[src/hdl/assert_macros.svh]
// Concurrent assertion macros shared by the RTL files.
`ifndef ASSERT_MACROS_SVH
`define ASSERT_MACROS_SVH

`ifndef SYNTHESIS
// Property checked on every rising clock edge, off while reset is asserted.
`define ASSERT_CLK(label, clk, rst_n, prop, msg) \
  label: assert property (@(posedge clk) disable iff (!rst_n) (prop)) else $error(msg);
// Condition that must never be seen on a rising clock edge outside reset.
`define ASSERT_NEVER(label, clk, rst_n, cond, msg) \
  label: assert property (@(posedge clk) disable iff (!rst_n) !(cond)) else $error(msg);
`else
`define ASSERT_CLK(label, clk, rst_n, prop, msg)
`define ASSERT_NEVER(label, clk, rst_n, cond, msg)
`endif

`endif

[src/hdl/arfe_pkg.sv]
// Shared types and constants of the average reduced frequency engine.
package arfe_pkg;

  localparam int unsigned IN_ID_W  = 16;
  localparam int unsigned IN_POS_W = 32;
  localparam int unsigned FREQ_W   = 32;
  localparam int unsigned SIZE_W   = 32;
  localparam int unsigned INT_BITS = 32;

  localparam logic [SIZE_W-1:0] CORPUS_RESET = 32'd1;

  localparam logic CMD_HIT  = 1'b0;
  localparam logic CMD_READ = 1'b1;

  // Controller to datapath.
  typedef struct packed {
    logic clr_wr;    // clearing pass: zero one table entry
    logic accept;    // capture the input transfer
    logic load;      // latch table entry, form the gap
    logic mul;       // gap times frequency
    logic chk;       // pick the contribution or start the divider
    logic div_step;  // one quotient bit
    logic commit;    // write the entry back, present a read-out result
  } ctrl_cmd_t;

  // Datapath to controller.
  typedef struct packed {
    logic clr_last;
    logic need_div;
    logic div_last;
  } dp_status_t;

endpackage

[src/hdl/arfe_ctrl.sv]
// Sequencing state machine of the average reduced frequency engine.
module arfe_ctrl (
  input  logic                 clk_i,
  input  logic                 rst_ni,
  input  logic                 start_i,
  input  arfe_pkg::dp_status_t status_i,
  output arfe_pkg::ctrl_cmd_t  cmd_o,
  output logic                 busy_o
);

  localparam logic [2:0] S_CLR  = 3'd0;
  localparam logic [2:0] S_IDLE = 3'd1;
  localparam logic [2:0] S_LOAD = 3'd2;
  localparam logic [2:0] S_MUL  = 3'd3;
  localparam logic [2:0] S_CHK  = 3'd4;
  localparam logic [2:0] S_DIV  = 3'd5;
  localparam logic [2:0] S_ADD  = 3'd6;

  logic [2:0] state_q, state_d;

  always_comb begin
    state_d = state_q;
    cmd_o   = '0;
    case (state_q)
      S_CLR: begin
        cmd_o.clr_wr = 1'b1;
        if (status_i.clr_last) state_d = S_IDLE;
      end
      S_IDLE: begin
        if (start_i) begin
          cmd_o.accept = 1'b1;
          state_d      = S_LOAD;
        end
      end
      S_LOAD: begin
        cmd_o.load = 1'b1;
        state_d    = S_MUL;
      end
      S_MUL: begin
        cmd_o.mul = 1'b1;
        state_d   = S_CHK;
      end
      S_CHK: begin
        cmd_o.chk = 1'b1;
        state_d   = status_i.need_div ? S_DIV : S_ADD;
      end
      S_DIV: begin
        cmd_o.div_step = 1'b1;
        if (status_i.div_last) state_d = S_ADD;
      end
      S_ADD: begin
        cmd_o.commit = 1'b1;
        state_d      = S_IDLE;
      end
      default: begin
        state_d = S_IDLE;
      end
    endcase
  end

  always_ff @(posedge clk_i or negedge rst_ni) begin
    if (!rst_ni) begin
      state_q <= S_CLR;
    end else begin
      state_q <= state_d;
    end
  end

  assign busy_o = (state_q != S_IDLE);

endmodule

[config.mk]
export PLATFORM = sky130hd
export DESIGN_NAME = arfe_ctrl
export DESIGN_NICKNAME = d
export VERILOG_FILES = /design/src/hdl/assert_macros.svh /design/src/hdl/arfe_pkg.sv /design/src/hdl/arfe_ctrl.sv
export SDC_FILE = /design/constraint.sdc
export NUM_CORES = 1
export LEC_CHECK = 0
export BUFFER_PORTS_ARGS = -buffer_cell sky130_fd_sc_hd__buf_2
export CAP_MARGIN = 20
export CELL_PAD_IN_SITES_DETAIL_PLACEMENT = 2
export CELL_PAD_IN_SITES_GLOBAL_PLACEMENT = 2
export CORE_AREA = 2 2 39 41
export CTS_CLUSTER_SIZE = 25
export DETAILED_ROUTE_END_ITERATION = 8
export DIE_AREA = 0 0 41 43
export HOLD_SLACK_MARGIN = 0.06
export PLACE_DENSITY = 0.63
export SETUP_SLACK_MARGIN = 0.15
export SKIP_CTS_REPAIR_TIMING = 1
export SYNTH_ARGS = -nofsm -noshare
export SYNTH_HDL_FRONTEND = slang
export SYNTH_SLANG_ARGS = --single-unit
[constraint.sdc]
create_clock -name clk_i -period 1.3 [get_ports clk_i]
set_input_delay 0 -clock clk_i [delete_from_list [all_inputs] [get_ports clk_i]]
set_output_delay 0 -clock clk_i [all_outputs]
set_load 0.01 [all_outputs]
==> After elaboration in Yosys (flattened, before gate mapping) <==
Index checks and enable logic that the tools add are counted.
{ "totals": {"rom_bits": 0, "reg_bits": 3, "memories": 0, "ram_bits": 0, "input_bits": 6, "latch_bits": 0} }
{ "op_classes": {"eq_ne": 10, "bitwise": 0, "add_sub_neg": 0, "n_lt_le_gt_ge": 0, "shifts": 0, "n_mul": 0, "mux": 13, "n_reduce_logical": 2, "div_mod_pow": 0} }
{ "ops": {"columns": ["cell", "count"], "rows": [
  ["3-bit case mux with 6 select lines", 1],
  ["3-bit == test (second input constant)", 3],
  ["3-bit two-way mux", 3],
  ["1-bit two-way mux", 8],
  ["3-bit by 2-bit == test with 1-bit output (second input constant)", 2],
  ["2-bit != test (second input constant)", 3],
  ["3-bit by 1-bit == test with 1-bit output (second input constant)", 1],
  ["3-bit zero test", 1],
  ["3-bit by 1-bit != test with 1-bit output (second input constant)", 1],
  ["3-bit AND reduction", 1],
  ["2-bit two-way mux", 1]
]} }

==> Logic depth before layout (Yosys ltp) <==
Gate-level depths: netlist (run 1).
{ "depth": {"ltp_word": 3, "ltp_mapped": 4} }

==> Worst setup path after synthesis (run 1) <==
Ideal clock, no wire load.
{ "synth_timing": {"path_type": "reg-to-reg", "startpoint": "register state_q[0]", "endpoint": "register state_q[0]", "arrival_time_ps": 919, "path_slack_ps": 260, "setup_time_ps": 121, "stages_incl_launch_ff": 4, "synth_period_minus_slack_ps": 1040, "path_cell_list": "dfrtp_1 buf_6 o31a_1 o22a_1"} }
{ "synth_between": {"elab_chain_len": 3, "word_cells_on_any_way": 11, "classes_between": "eq/ne (8); mux (1); reduce/logical (2)"} }
{ "synth_lines": {"columns": ["item", "line", "source"], "rows": [
  ["start, declared", "arfe_ctrl.sv:19", "logic [2:0] state_q, state_d;"],
  ["start signal, assigned", "arfe_ctrl.sv:65", "state_q <= state_d;"],
  ["3-bit == test, or another cell as far along", "arfe_ctrl.sv:24", "case (state_q)"],
  ["2-bit != test (no source line)", null, null],
  ["3-bit AND reduction (no source line)", null, null]
]} }
Several ways; a longest one is shown, not always the timed one.
A chain may end at the register's enable or synchronous reset.

==> Final worst setup path (run 1) <==
{ "layout_timing": {"startpoint": "register state_q[0]", "endpoint": "output busy_o"} }
{ "layout_between": {"elab_chain_len": 1} }
{ "layout_lines": {"columns": ["item", "line", "source"], "rows": [
  ["3-bit by 1-bit != test with 1-bit output", "arfe_ctrl.sv:69", "assign busy_o = (state_q != S_IDLE);"],
  ["end, declared", "arfe_ctrl.sv:8", "output logic busy_o"]
]} }
Every way passes these cells.

==> impl_metrics.py, run 1 <==
metrics = {
    "clock_tree": {
        "clk-insertion-delay-late_ns": 0.24,
        "cts_inserted_buffers": 3,
        "h-tree-depth": 1,
        "clockBufferDepth": 2,
        "clock_sinks": 3,
        "cts-root-buf": "clkbuf_4",
        "path_clk_slew_ns": 0.05,
        "cts_tree": "yes",
    },
    "worst_setup_path": {
        "worstPathRequired_ns": 1.30,
        "cp-start-kind": "flop",
        "reg2reg_depth": 4,
        "reg2reg_from": "state_q[0]",
        "endpoint_kind": "output pin",
        "cp_max_fo": 8,
        "ff2ff_setup_slack_ns": 0.16,
        "crit_start": "state_q[0]",
        "r2r-end": "state_q[1]",
        "crit_type": "flop to output pin",
        "worstPathArrival_ns": 1.23,
    },
    "floorplanning": {
        "rows": 14,
        "start_util": 0.144,
        "die_area_um2": 1760,
        "core-area_um2": 1380,
        "io_pins": 14,
        "die_h_um": 43,
        "die_width_um": 41,
    },
    "yosys": {
        "synth_area_per_cell_um2": 8.65,
        "ys_ff_latch": 3,
        "netlist_instances": 23,
        "synth_seq_area_share": 0.377,
        "syn_nets": 29,
        "synthesis.area_um2": 199,
        "synth.lib_cells_used.distinct": 16,
        "yosysWarnings": 0,
    },
    "global_route": {
        "grt_pass1_vias": 295,
        "grt_max_degree": 11,
        "grt_pass1_wl_um": 1280,
        "grtUsageTotal": 0.119,
        "antenna_found_initial": 0,
        "overflow": 0,
    },
    "timing": {
        "period_share": 0.943,
        "setup_violations": 0,
        "finClkSkew_ns": 0.00918,
        "relSlewSlack": 0.862,
        "period_needed_ns": 1.23,
        "worst_pin_slew_ns": 0.205,
        "grt_setup_unrepaired": "true",
        "hold_viol": 0,
        "layout_setup_ws_ns": 0.0737,
        "max_freq_ghz": 0.815,
        "slew_viol_final": 0,
    },
    "placed_design": {
        "place_hpwl_um": 582,
        "gp_congestion": 0.652,
        "dpl_worst_slack_ns": 0.188,
        "numPortBuffers": 13,
    },
    "detailed_routing": {
        "viasPerCell": 4.18,
        "post_drt_wl_per_cell_um": 14.4,
        "vias": 259,
        "drtPass1Iterations": 2,
        "drt.antenna.violating_nets": 0,
        "first_iter_violations": 2,
        "drc": 0,
        "routed_wl_um": 891,
    },
    "finish": {
        "fillers": 167,
        "regMostFlops": "state_q",
        "fin_nets": 53,
        "final_cell_mix": "14 x buf_2, 5 x nor2_1, 4 x buf_4",
        "largest_reg_flops": 3,
        "syn_to_final_growth_pct": 87.4,
        "n_antenna_cell": 0,
        "multiInputGateArea_um2": 123,
        "seq_area_um2": 78.8,
        "reg.largest.list": "state_q (3)",
        "final_common_cell": "buf_2",
        "layout-drive-gt1-share": 0.630,
    },
    "job": {
        "max-cap-violations": 0,
    },
    "pwr": {
        "power_density_nw_per_um2": 2580,
        "power_mw": 0.963,
        "vdd_drop_max_uv": 461,
        "leakage_nw": 0.194,
    },
    "min_path": {
        "hold_path_class": "input pin to asynchronous set/reset pin",
    },
    "status": {
        "status": "completed",
    },
}
[Yosys cell counts]
cell | count | area, µm²
a21oi_1 | 1 | 5.00
and3_1 | 1 | 6.26
and4bb_1 | 1 | 12.5
buf_6 | 1 | 11.3
dfrtp_1 | 3 | 75.1
inv_1 | 1 | 3.75
nand2_1 | 1 | 3.75
nand2b_1 | 1 | 6.26
nor2_1 | 5 | 18.8
nor3_1 | 1 | 5.00
nor3b_2 | 1 | 12.5
o21ai_0 | 2 | 10.0
o21ai_1 | 1 | 5.00
o22a_1 | 1 | 8.76
o31a_1 | 1 | 8.76
or3_1 | 1 | 6.26
[metal layers]
metal	routed length, µm	share of wire	up-vias	track usage
li1	-	-	128	-
met5	0	0	-	0
met4	0	0	0	0.120
met1	336	0.38	128	0.117
met2	540	0.61	3	0.181
met3	14	0.016	0	0.0314
[through the flow]
step | util | std cells | hold WS [ns] | TNS [ns] | instance area [µm²]
floorplan | - | 23 | -0.296 | 0 | 199
global placement | 0.197 | 51 | -0.203 | 0 | 273
detailed placement | 0.197 | 51 | -0.201 | 0 | 273
CTS | 0.216 | 55 | -0.452 | -0.0640 | 299
global route | 0.269 | 62 | 0.0936 | 0 | 373
finish | 0.269 | 62 | 0.0892 | 0 | 373
[cell type report]
class	instances	area share
clock buffers	4	0.0705
inverters	1	0.0101
multi-input cells	18	0.329
flip-flops and latches	3	0.211
well taps	16	0.0537
repair buffers	20	0.326
[worst max-delay path, cell delays in order (launching register included)]
cell     delay [ns]
dfrtp_2        0.45
inv_2          0.06
or3_1          0.33
buf_2          0.14
[worst max-delay path by stage]
stage | end | slack (ns) | cells after the start
6_report | busy_o | 0.07 | 3
5_1_grt | busy_o | 0.03 | 3
4_1_cts | busy_o | -0.06 | 3
3_5_place_dp | busy_o | 0.19 | 3
3_3_place_gp | busy_o | 0.23 | 3
2_1_floorplan | state_q[0] | 0.26 | 3
[power breakdown]
part | total (mW) | internal, mW | switching [mW] | leakage (nW)
sequential | 0.250 | 0.148 | 0.102 | 0.0330
clock | 0.171 | 0.115 | 0.0559 | 0.0150
combinational | 0.542 | 0.288 | 0.254 | 0.146
total | 0.963 | 0.551 | 0.412 | 0.194
[kinds of logic after synthesis]
logic type | synth area share
buf+inv | 0.0754
simple gates | 0.358
flops | 0.377
compound gates | 0.189
No activity file was read; power rests on OpenSTA's default activity.
==> run 2, diff against run 1 <==
- CTS_BUF_LIST: not set -> sky130_fd_sc_hd__clkbuf_16
==> impl_metrics.py, run 2 (synthesis gave the netlist of run 1 again) <==
metrics = {
    "timing": {
        "setup_violations": 0,
        "slew_viol_final": 0,
        "period_share": 0.920,
        "period_needed_ns": 1.20,
        "grt_setup_unrepaired": "true",
        "relSlewSlack": 0.844,
        "hold_viol": 0,
        "max_freq_ghz": 0.836,
        "finClkSkew_ns": 0.00378,
        "worst_pin_slew_ns": 0.234,
        "hold_ws_ns": 0.128,
    },
    "finish": {
        "final_common_cell": "buf_2",
        "final_cell_mix": "13 x buf_2, 6 x buf_4, 5 x nor2_1",
        "regMostFlops": "state_q",
        "stdcell_count": 63,
        "seq_area_um2": 78.8,
        "multiInputGateArea_um2": 123,
        "fin_area_um2": 435,
        "largest_reg_flops": 3,
        "layout-drive-gt1-share": 0.617,
        "reg.largest.list": "state_q (3)",
        "n_antenna_cell": 0,
        "fillers": 158,
        "fin_nets": 54,
        "syn_to_final_growth_pct": 119,
    },
    "pwr": {
        "vdd_drop_max_uv": 831,
        "power_mw": 1.33,
        "leakage_nw": 0.227,
        "power_density_nw_per_um2": 3060,
    },
    "floorplanning": {
        "die_h_um": 43,
        "rows": 14,
        "core-area_um2": 1380,
        "start_util": 0.144,
        "die_width_um": 41,
        "io_pins": 14,
        "die_area_um2": 1760,
    },
    "worst_setup_path": {
        "cp_max_fo": 7,
        "worstPathArrival_ns": 1.20,
        "worstPathRequired_ns": 1.30,
        "endpoint_kind": "output pin",
        "reg2reg_depth": 3,
        "crit_type": "flop to output pin",
        "cp-start-kind": "flop",
    },
    "detailed_routing": {
        "drtPass1Iterations": 1,
        "routed_wl_um": 1020,
        "drc": 0,
        "viasPerCell": 4.24,
        "drt.antenna.violating_nets": 0,
        "post_drt_wl_per_cell_um": 16.2,
        "vias": 267,
        "first_iter_violations": 0,
    },
    "global_route": {
        "overflow": 0,
        "grt_pass1_wl_um": 1390,
        "grt_max_degree": 11,
        "grt_pass1_vias": 290,
        "grtUsageTotal": 0.130,
        "antenna_found_initial": 0,
    },
    "clock_tree": {
        "h-tree-depth": 1,
        "path_clk_slew_ns": 0.03,
        "cts_tree": "yes",
        "cts_inserted_buffers": 3,
        "clk-insertion-delay-late_ns": 0.22,
        "clockBufferDepth": 2,
        "clock_sinks": 3,
        "cts-root-buf": "clkbuf_16",
    },
    "min_path": {
        "hold_depth": 3,
        "hold_path_class": "input pin to flop",
    },
    "placed_design": {
        "place_hpwl_um": 582,
        "gp_congestion": 0.652,
        "dpl-instance-area_um2": 273,
        "dp_cells": 51,
        "numPortBuffers": 13,
    },
    "status": {
        "status": "completed",
    },
    "job": {
        "max-cap-violations": 0,
    },
}
run 2: changes by cell type in the layout (fill, tap and decap cells not counted), sizes merged:
cell    change
inv         +1
buf         +1
clkbuf      -1
run 2: where the power goes:
part           total (mW)  internal (mW)  switching (mW)
Clock               0.486          0.397          0.0889
Combinational       0.597          0.327           0.270
Sequential          0.248          0.148           0.100
run 2: worst paths after layout:
kind,startpoint,end,slack [ns]
setup reg to reg,state_q[0],state_q[0],0.12
max in group asynchronous,rst_ni,state_q[2],1.02
min in group asynchronous,rst_ni,state_q[0],0.15
setup / recovery,state_q[0],busy_o,0.10
hold reg to reg,state_q[2],state_q[2],0.64
hold / removal,status_i[2],state_q[0],0.13
run 2: per-layer routing:
metal  part of all wire  global-route usage  up-vias
met2               0.58               0.188        3
met3              0.014              0.0471        0
met4                  0               0.120        0
li1                   -                   -      129
met5                  0                   0        -
met1               0.41               0.136      135
run 2: through the flow:
step	setup TNS, ns	setup slack, ns	util
after detailed placement	0	0.188	0.197
final	0	0.104	0.315
after global placement	0	0.234	0.197
after CTS	-0.0595	-0.0595	0.254
after floorplan	0	0.260	-
after global routing	0	0.0638	0.315
run 2: area by class of cell:
cell class,count,area share
sequential,3,0.181
clock buffer,3,0.172
multi-input combinational,18,0.282
clock inverter,1,0.00862
inverter,1,0.00862
tap,16,0.0460
timing repair buffer,21,0.302
run 2: critical path, stage by stage (launching register included):
cell and delay [ns]:
dfrtp_2 0.42, inv_2 0.05, or3_1 0.36, buf_2 0.15
